## src/lbtg_pkg.sv

```systemverilog
package lbtg_pkg;

  // Gate modes; the unused code is handled as idle by the default arms.
  typedef enum logic [1:0] {
    MODE_IDLE   = 2'd0,
    MODE_LISTEN = 2'd1,
    MODE_QUIET  = 2'd2
  } gate_mode_t;

  // Item operation codes.
  localparam logic OP_START = 1'b0;
  localparam logic OP_TICK  = 1'b1;

  // Result status codes.
  localparam logic STATUS_GRANT = 1'b0;
  localparam logic STATUS_BUSY  = 1'b1;

  // Register indexes on the configuration port.
  localparam int unsigned REG_IDX_W = 2;
  localparam logic [REG_IDX_W-1:0] REG_MAX_LISTEN   = 2'd0;
  localparam logic [REG_IDX_W-1:0] REG_CHANNEL_FREE = 2'd1;
  localparam logic [REG_IDX_W-1:0] REG_RSSI_THRESH  = 2'd2;

  localparam int unsigned ADDR_W = 4;

  // Counter limits.
  localparam logic [24:0] LISTEN_MAX = 25'h1FF_FFFF;
  localparam logic [23:0] QUIET_MAX  = 24'hFF_FFFF;

  // Reset value of the RSSI threshold in dBm.
  localparam logic signed [8:0] RSSI_THRESH_RST = -9'sd90;

  typedef struct packed {
    logic [23:0]        max_listen_time;
    logic [23:0]        channel_free_time;
    logic signed [8:0]  rssi_threshold;
  } cfg_t;

  typedef struct packed {
    logic               op;
    logic [7:0]         payload_length;
    logic signed [8:0]  rssi_sample;
  } item_t;

  typedef struct packed {
    logic               status;
    logic [7:0]         granted_length;
  } result_t;

endpackage

```

## src/lbtg_cfg_regs.sv

```systemverilog
module lbtg_cfg_regs (
  input  logic                        clk,
  input  logic                        rst_n,
  input  logic                        cfg_psel,
  input  logic                        cfg_penable,
  input  logic                        cfg_pwrite,
  input  logic [lbtg_pkg::ADDR_W-1:0] cfg_paddr,
  input  logic [31:0]                 cfg_pwdata,
  output logic [31:0]                 cfg_prdata,
  output logic                        cfg_pready,
  output lbtg_pkg::cfg_t              cfg
);

  lbtg_pkg::cfg_t cfg_r;
  logic [lbtg_pkg::REG_IDX_W-1:0] reg_idx;
  logic wr_en;

  assign reg_idx    = cfg_paddr[lbtg_pkg::ADDR_W-1:2];
  assign wr_en      = cfg_psel & cfg_penable & cfg_pwrite;
  assign cfg_pready = 1'b1;
  assign cfg        = cfg_r;

  // Register writes in the access phase.
  always_ff @(posedge clk) begin
    if (!rst_n) begin
      cfg_r.max_listen_time   <= 24'd0;
      cfg_r.channel_free_time <= 24'd0;
      cfg_r.rssi_threshold    <= lbtg_pkg::RSSI_THRESH_RST;
    end else if (wr_en) begin
      case (reg_idx)
        lbtg_pkg::REG_MAX_LISTEN:   cfg_r.max_listen_time   <= cfg_pwdata[23:0];
        lbtg_pkg::REG_CHANNEL_FREE: cfg_r.channel_free_time <= cfg_pwdata[23:0];
        lbtg_pkg::REG_RSSI_THRESH:  cfg_r.rssi_threshold    <= cfg_pwdata[8:0];
        default: ;
      endcase
    end
  end

  // Read mux.
  always_comb begin
    case (reg_idx)
      lbtg_pkg::REG_MAX_LISTEN:   cfg_prdata = {8'd0, cfg_r.max_listen_time};
      lbtg_pkg::REG_CHANNEL_FREE: cfg_prdata = {8'd0, cfg_r.channel_free_time};
      lbtg_pkg::REG_RSSI_THRESH:  cfg_prdata = {{23{cfg_r.rssi_threshold[8]}},
                                                cfg_r.rssi_threshold};
      default:                    cfg_prdata = 32'd0;
    endcase
  end

endmodule

```

## src/lbtg_gate_core.sv

```systemverilog
module lbtg_gate_core (
  input  logic              clk,
  input  logic              rst_n,
  input  lbtg_pkg::cfg_t    cfg,
  input  lbtg_pkg::item_t   item,
  input  logic              take,
  output logic              res_valid,
  output lbtg_pkg::result_t res
);

  lbtg_pkg::gate_mode_t mode_r, mode_nxt;
  logic [24:0] listen_elapsed_r, listen_elapsed_nxt;
  logic [23:0] quiet_elapsed_r, quiet_elapsed_nxt;
  logic [7:0]  pending_length_r, pending_length_nxt;
  logic        busy;
  logic [24:0] listen_inc;
  logic [23:0] quiet_inc;

  // A sample strictly above the threshold means the channel is busy.
  assign busy = item.rssi_sample > cfg.rssi_threshold;

  // Saturating counter increments.
  assign listen_inc = (listen_elapsed_r == lbtg_pkg::LISTEN_MAX) ?
                      listen_elapsed_r : listen_elapsed_r + 25'd1;
  assign quiet_inc  = (quiet_elapsed_r == lbtg_pkg::QUIET_MAX) ?
                      quiet_elapsed_r : quiet_elapsed_r + 24'd1;

  // Next state and result for the item at the input register.
  always_comb begin
    mode_nxt           = mode_r;
    listen_elapsed_nxt = listen_elapsed_r;
    quiet_elapsed_nxt  = quiet_elapsed_r;
    pending_length_nxt = pending_length_r;
    res_valid          = 1'b0;
    res.status         = lbtg_pkg::STATUS_GRANT;
    res.granted_length = pending_length_r;
    if (item.op == lbtg_pkg::OP_START) begin
      // A start drops any open request and begins from scratch.
      pending_length_nxt = item.payload_length;
      listen_elapsed_nxt = 25'd0;
      quiet_elapsed_nxt  = 24'd0;
      res.granted_length = item.payload_length;
      if (cfg.max_listen_time == 24'd0) begin
        res_valid = 1'b1;
        mode_nxt  = lbtg_pkg::MODE_IDLE;
      end else begin
        mode_nxt  = lbtg_pkg::MODE_LISTEN;
      end
    end else begin
      case (mode_r)
        lbtg_pkg::MODE_LISTEN: begin
          if (listen_elapsed_r > {1'b0, cfg.max_listen_time}) begin
            res_valid  = 1'b1;
            res.status = lbtg_pkg::STATUS_BUSY;
            mode_nxt   = lbtg_pkg::MODE_IDLE;
          end else begin
            if (!busy) begin
              mode_nxt          = lbtg_pkg::MODE_QUIET;
              quiet_elapsed_nxt = 24'd0;
            end
            listen_elapsed_nxt = listen_inc;
          end
        end
        lbtg_pkg::MODE_QUIET: begin
          if (busy) begin
            mode_nxt           = lbtg_pkg::MODE_LISTEN;
            listen_elapsed_nxt = listen_inc;
          end else if (quiet_elapsed_r >= cfg.channel_free_time) begin
            res_valid = 1'b1;
            mode_nxt  = lbtg_pkg::MODE_IDLE;
          end else begin
            quiet_elapsed_nxt  = quiet_inc;
            listen_elapsed_nxt = listen_inc;
          end
        end
        default: begin
          // Ticks while idle are ignored.
          mode_nxt = lbtg_pkg::MODE_IDLE;
        end
      endcase
    end
  end

  // State registers advance only when the item is taken.
  always_ff @(posedge clk) begin
    if (!rst_n) begin
      mode_r           <= lbtg_pkg::MODE_IDLE;
      listen_elapsed_r <= 25'd0;
      quiet_elapsed_r  <= 24'd0;
      pending_length_r <= 8'd0;
    end else if (take) begin
      mode_r           <= mode_nxt;
      listen_elapsed_r <= listen_elapsed_nxt;
      quiet_elapsed_r  <= quiet_elapsed_nxt;
      pending_length_r <= pending_length_nxt;
    end
  end

`ifndef SYNTHESIS
  // Every result closes the request.
  a_result_goes_idle: assert property (@(posedge clk) disable iff (!rst_n)
    (take && res_valid) |=> (mode_r == lbtg_pkg::MODE_IDLE))
    else $error("gate not idle after a result");

  // A start with a listen budget opens listening.
  a_start_listens: assert property (@(posedge clk) disable iff (!rst_n)
    (take && item.op == lbtg_pkg::OP_START && cfg.max_listen_time != 24'd0)
    |=> (mode_r == lbtg_pkg::MODE_LISTEN && listen_elapsed_r == 25'd0))
    else $error("start did not open listening");

  // Quiet is only reached after at least one counted listen tick.
  a_quiet_has_listened: assert property (@(posedge clk) disable iff (!rst_n)
    (mode_r == lbtg_pkg::MODE_QUIET) |-> (listen_elapsed_r != 25'd0))
    else $error("quiet with zero listen time");

  // Without a take the state holds.
  a_hold_without_take: assert property (@(posedge clk) disable iff (!rst_n)
    !take |=> ($stable(mode_r) && $stable(listen_elapsed_r)
               && $stable(pending_length_r)))
    else $error("gate state moved without an item");
`endif

endmodule

```

## src/listen_before_talk_gate_unit.sv

```systemverilog
// The gate state update is compare and saturating increment logic between the
// input register and the result register; a taken item's result is registered.
// Throughput: one item per cycle unless a stalled result blocks the take, though
// a waiting result does not block intake while the item produces no result.
// Reset (rst_n, synchronous, active low) empties both registers, sets the gate
// idle with cleared counters and loads the register reset values.
module listen_before_talk_gate_unit (
  input  logic                        clk,
  input  logic                        rst_n,
  input  logic                        in_valid,
  output logic                        in_stall,
  input  logic                        in_op,
  input  logic [7:0]                  in_payload_length,
  input  logic signed [8:0]           in_rssi_sample,
  output logic                        out_valid,
  input  logic                        out_stall,
  output logic                        out_status,
  output logic [7:0]                  out_granted_length,
  input  logic                        cfg_psel,
  input  logic                        cfg_penable,
  input  logic                        cfg_pwrite,
  input  logic [lbtg_pkg::ADDR_W-1:0] cfg_paddr,
  input  logic [31:0]                 cfg_pwdata,
  output logic [31:0]                 cfg_prdata,
  output logic                        cfg_pready
);

  lbtg_pkg::cfg_t    cfg;
  lbtg_pkg::item_t   in_item_r;
  lbtg_pkg::result_t res, out_res_r;
  logic in_valid_r, in_valid_nxt;
  logic out_valid_r, out_valid_nxt;
  logic res_valid;
  logic take;
  logic accept;

  lbtg_cfg_regs u_cfg (
    .clk         (clk),
    .rst_n       (rst_n),
    .cfg_psel    (cfg_psel),
    .cfg_penable (cfg_penable),
    .cfg_pwrite  (cfg_pwrite),
    .cfg_paddr   (cfg_paddr),
    .cfg_pwdata  (cfg_pwdata),
    .cfg_prdata  (cfg_prdata),
    .cfg_pready  (cfg_pready),
    .cfg         (cfg)
  );

  lbtg_gate_core u_core (
    .clk       (clk),
    .rst_n     (rst_n),
    .cfg       (cfg),
    .item      (in_item_r),
    .take      (take),
    .res_valid (res_valid),
    .res       (res)
  );

  // The held item is taken unless its result would overwrite a stalled one.
  assign take     = in_valid_r && (!out_valid_r || !out_stall || !res_valid);
  assign in_stall = in_valid_r && !take;
  assign accept   = in_valid && !in_stall;

  assign in_valid_nxt  = accept ? 1'b1 : (take ? 1'b0 : in_valid_r);
  assign out_valid_nxt = (take && res_valid) ? 1'b1 :
                         (!out_stall ? 1'b0 : out_valid_r);

  // Input register.
  always_ff @(posedge clk) begin
    if (!rst_n) begin
      in_valid_r <= 1'b0;
    end else begin
      in_valid_r <= in_valid_nxt;
    end
  end

  always_ff @(posedge clk) begin
    if (accept) begin
      in_item_r.op             <= in_op;
      in_item_r.payload_length <= in_payload_length;
      in_item_r.rssi_sample    <= in_rssi_sample;
    end
  end

  // Result register.
  always_ff @(posedge clk) begin
    if (!rst_n) begin
      out_valid_r <= 1'b0;
    end else begin
      out_valid_r <= out_valid_nxt;
    end
  end

  always_ff @(posedge clk) begin
    if (take && res_valid) begin
      out_res_r <= res;
    end
  end

  assign out_valid          = out_valid_r;
  assign out_status         = out_res_r.status;
  assign out_granted_length = out_res_r.granted_length;

endmodule
```

## config.mk

```make
export PLATFORM = sky130hd
export DESIGN_NAME = listen_before_talk_gate_unit
export DESIGN_NICKNAME = d
export VERILOG_FILES = /design/src/lbtg_pkg.sv /design/src/lbtg_cfg_regs.sv /design/src/lbtg_gate_core.sv /design/src/listen_before_talk_gate_unit.sv
export SDC_FILE = /design/constraint.sdc
export NUM_CORES = 1
export LEC_CHECK = 0
export BUFFER_PORTS_ARGS = -buffer_cell sky130_fd_sc_hd__buf_4
export CORE_UTILIZATION = 30
export DETAILED_ROUTE_END_ITERATION = 8
export GPL_TIMING_DRIVEN = 0
export PLACE_DENSITY = 0.53
export RECOVER_POWER = 25
export SETUP_SLACK_MARGIN = 0.1
export SLEW_MARGIN = 20
export SYNTH_ARGS = -nofsm -noshare
export SYNTH_HDL_FRONTEND = slang
export SYNTH_SLANG_ARGS = --single-unit
```

## constraint.sdc

```tcl
create_clock -name clk -period 4.3 [get_ports clk]
set_clock_uncertainty 0.05 [all_clocks]
set_input_delay 0.43 -clock clk [delete_from_list [all_inputs] [get_ports clk]]
set_output_delay 0.43 -clock clk [all_outputs]
set_load 0.02 [all_outputs]
```

==> impl_metrics.toml <==
[status]
status = "complete, no violations"

[worst_setup_path]
worstRegToRegCells = 10
reg2reg_slack_ps = 320
crit_path_start = "u_cfg.cfg[53]$_SDFFE_PN0P_"
worst_r2r_endpoint = "out_granted_length[7]$_DFFE_PP_"
crit_fanout = 6
critPathLaunchType = "register"
timing.rr.start = "u_cfg.cfg[53]$_SDFFE_PN0P_"
cp.arrival_ps = 3610
endpoint_kind = "output pin"
worstPathRequired_ps = 3820
crit_type = "register to output pin"

[route]
vias_per_cell = 5.067
ant_nets = 0
drt-pass1-iter-count = 5
via_count = 7479
drt_iter0_drc = 506
drc = 0
wl_per_cell_um = 17.30
drt-total-wl_um = 25540

[layout]
n_antenna_cell = 0
drive_above_1_share_pct = 14.76
utilization_pct = 37.09
final_common_cell = "nand2_1"
fillers = 2828
final_nets = 1214
layout_common_cells = "nand2_1, dfxtp_1, inv_1"
stdcell_count = 1476
area_growth_pct = 20.60

[flow_run]
max_cap_viol_count = 0

[clocking]
cts_hold_buf = 0
postCtsSetupBuffers = 0
clk_pin_slew_worst_paths_ps = 60
htreeDepth = 4
cts_buffer_depth = 2
cts_tree = "built"
clkLatencyLatePin_ps = 430
clockRootBuffer = "clkbuf_16"
cts_sinks = 145
cts_buffers = 17
cts-resized-gates = 0

[synthesis]
yosysSeqAreaShare_pct = 37.96
syn_inst = 980
ys_top_cells_by_area = "dfxtp_1, edfxtp_1, ha_1"
avgSynthCellArea_um2 = 8.529
synth_ff_type = "dfxtp_1"
ys_async_sr_fraction_pct = 0
yosysUniqueCellTypes = 73
synth_nets = 1102
synth-edff-count = 27
syn_area_mm2 = 0.008358
ys_warn_count = 0
netlist.area_leader.share_pct = 28.26
synth-seq-cells = 145
synth_top_cell_by_area = "dfxtp_1"

[floorplan]
die_h_um = 168.9
rows = 60
fp.dieW_um = 168.9
dieArea_mm2 = 0.02853
io-pin-count = 105
start_util_pct = 30.76
core_area_mm2 = 0.02718

[power]
power_density_mw_per_mm2 = 324.9
worst_ir_drop_vdd_v = 0.0002091
leakage_nw = 3.728

[place]
gp_congestion = 0.8416
pre_cts_ws_ps = 336.8
dp.cells = 1445
io_buffers = 92
place_hpwl_um = 19750

[sta]
holdWs_ps = 142.9
worstMarginPinSlew_ps = 914.7
rsz0062_at_grt = "true"
clock.fmax_ghz = 0.2446
setup_viol = 0
hold_violations = 0
slew_viol_final = 0
slew_headroom_pct = 38.22
timing.final.crit_share_pct = 95.07
setup_ws_ps = 212.2
min_period_ps = 4088

[min_path]
hp-start = "in_rssi_sample[5]"
hold_depth = 1
min_path_type = "input pin to register"
whs_endpoint = "in_item_r[5]$_DFFE_PP_"

[global_route]
grt.total_usage_pct = 18.43
grt_max_degree = 17
first_global_vias = 7170
grt_antenna_before_repair = 1
grt_pass1_wl_um = 40190
gr-total-overflow = 0
[worst max-delay path by stage]
stage,endpoint,slack [ps],cells past startpoint
after floorplan,in_item_r[0]$_DFFE_PP_,810,10
final,in_stall,210,10
after detailed placement,out_granted_length[5]$_DFFE_PP_,340,10
after global routing,out_granted_length[5]$_DFFE_PP_,30,10
after CTS,in_stall,170,10
after global placement,in_item_r[12]$_DFFE_PP_,-60,10
[state kept, by name (all words and copies together), names as in the netlist]
name,flops
in_item_r,18
in_valid_r,1
out_granted_length,8
out_status,1
out_valid,1
u_cfg.cfg,57
u_core.listen_elapsed_r,25
u_core.mode_r,2
u_core.pending_length_r,8
u_core.quiet_elapsed_r,24
[cells by family (layout without fill, tap and decap cells)]
group / count (synthesis) / after routing / share of synthesized area [%]
DFF: 145 / 145 / 37.96
adders and majority gates: 61 / 61 / 9.132
muxes: 34 / 34 / 4.207
xor gates and xnor gates: 2 / 2 / 0.2096
buffers and inverters: 133 / 257 / 6.662
AOI/OAI and AO/OA: 254 / 254 / 21.62
and+or+nand+nor: 350 / 350 / 20.16
other: 1 / 1 / 0.04487
[cells in the mapped netlist, drive strengths merged, types with 3 or more instances]
cell and count:
nand2 193, dfxtp 118, inv 75, a21boi 66, ha 61, o21ai 58
a21oi 44, clkbuf 36, nor2 35, edfxtp 27, mux2i 25, nand3 24
buf 21, nand4 16, or4 16, o31ai 15, o221a 14, nor4 12
o211ai 11, mux2 9, and3 8, and2 7, nor3 7, or3 7
a21o 5, o41ai 5, a211oi 4, a31oi 4, and4 4, nand2b 4
or4b 4, a22oi 3, nor3b 3, o21a 3, or2 3
[power by group]
group,switching [mW],internal [mW]
registers,0.0153,1.41
logic,0.219,0.131
clock network,0.579,0.919
total,0.813,2.46
[metal layers]
layer  GRT usage [%]  part of all wire (%)
met4           4.348                  0.65
met2           28.35                    44
met1           26.01                    49
met5               0                     0
met3           4.068                   6.1
[critical path, stage by stage (launching register included)]
cell and delay [ps]:
dfxtp_1 430, inv_1 70, ha_1 310, nand4_1 200, nor4_4 400, nand3_1 130
o211ai_2 390, a22oi_4 220, o31a_1 330, nor3b_1 460, buf_4 240
[per-stage QoR]
step | cell area [um^2] | power, mW | TNS [ps]
after floorplan | 8358 | 1.651 | 0
after global placement | 9514 | 1.808 | -1098
after detailed placement | 9532 | 1.810 | 0
after CTS | 10120 | 3.306 | 0
after global routing | 10080 | 3.393 | 0
final | 10080 | 3.275 | 0
[final cells by class]
cell class                 count  area (um^2)  share of cell area (%)
clock inverter                 4        45.04                  0.4469
buffer                        57        271.5                   2.694
sequential                   145         3173                   31.48
timing repair buffer          93        664.4                   6.591
tap                          372        465.4                   4.618
clock buffer                  27        544.3                   5.400
inverter                      76        285.3                   2.830
multi-input combinational    702         4631                   45.94
Power figures use the tool's default switching activity.
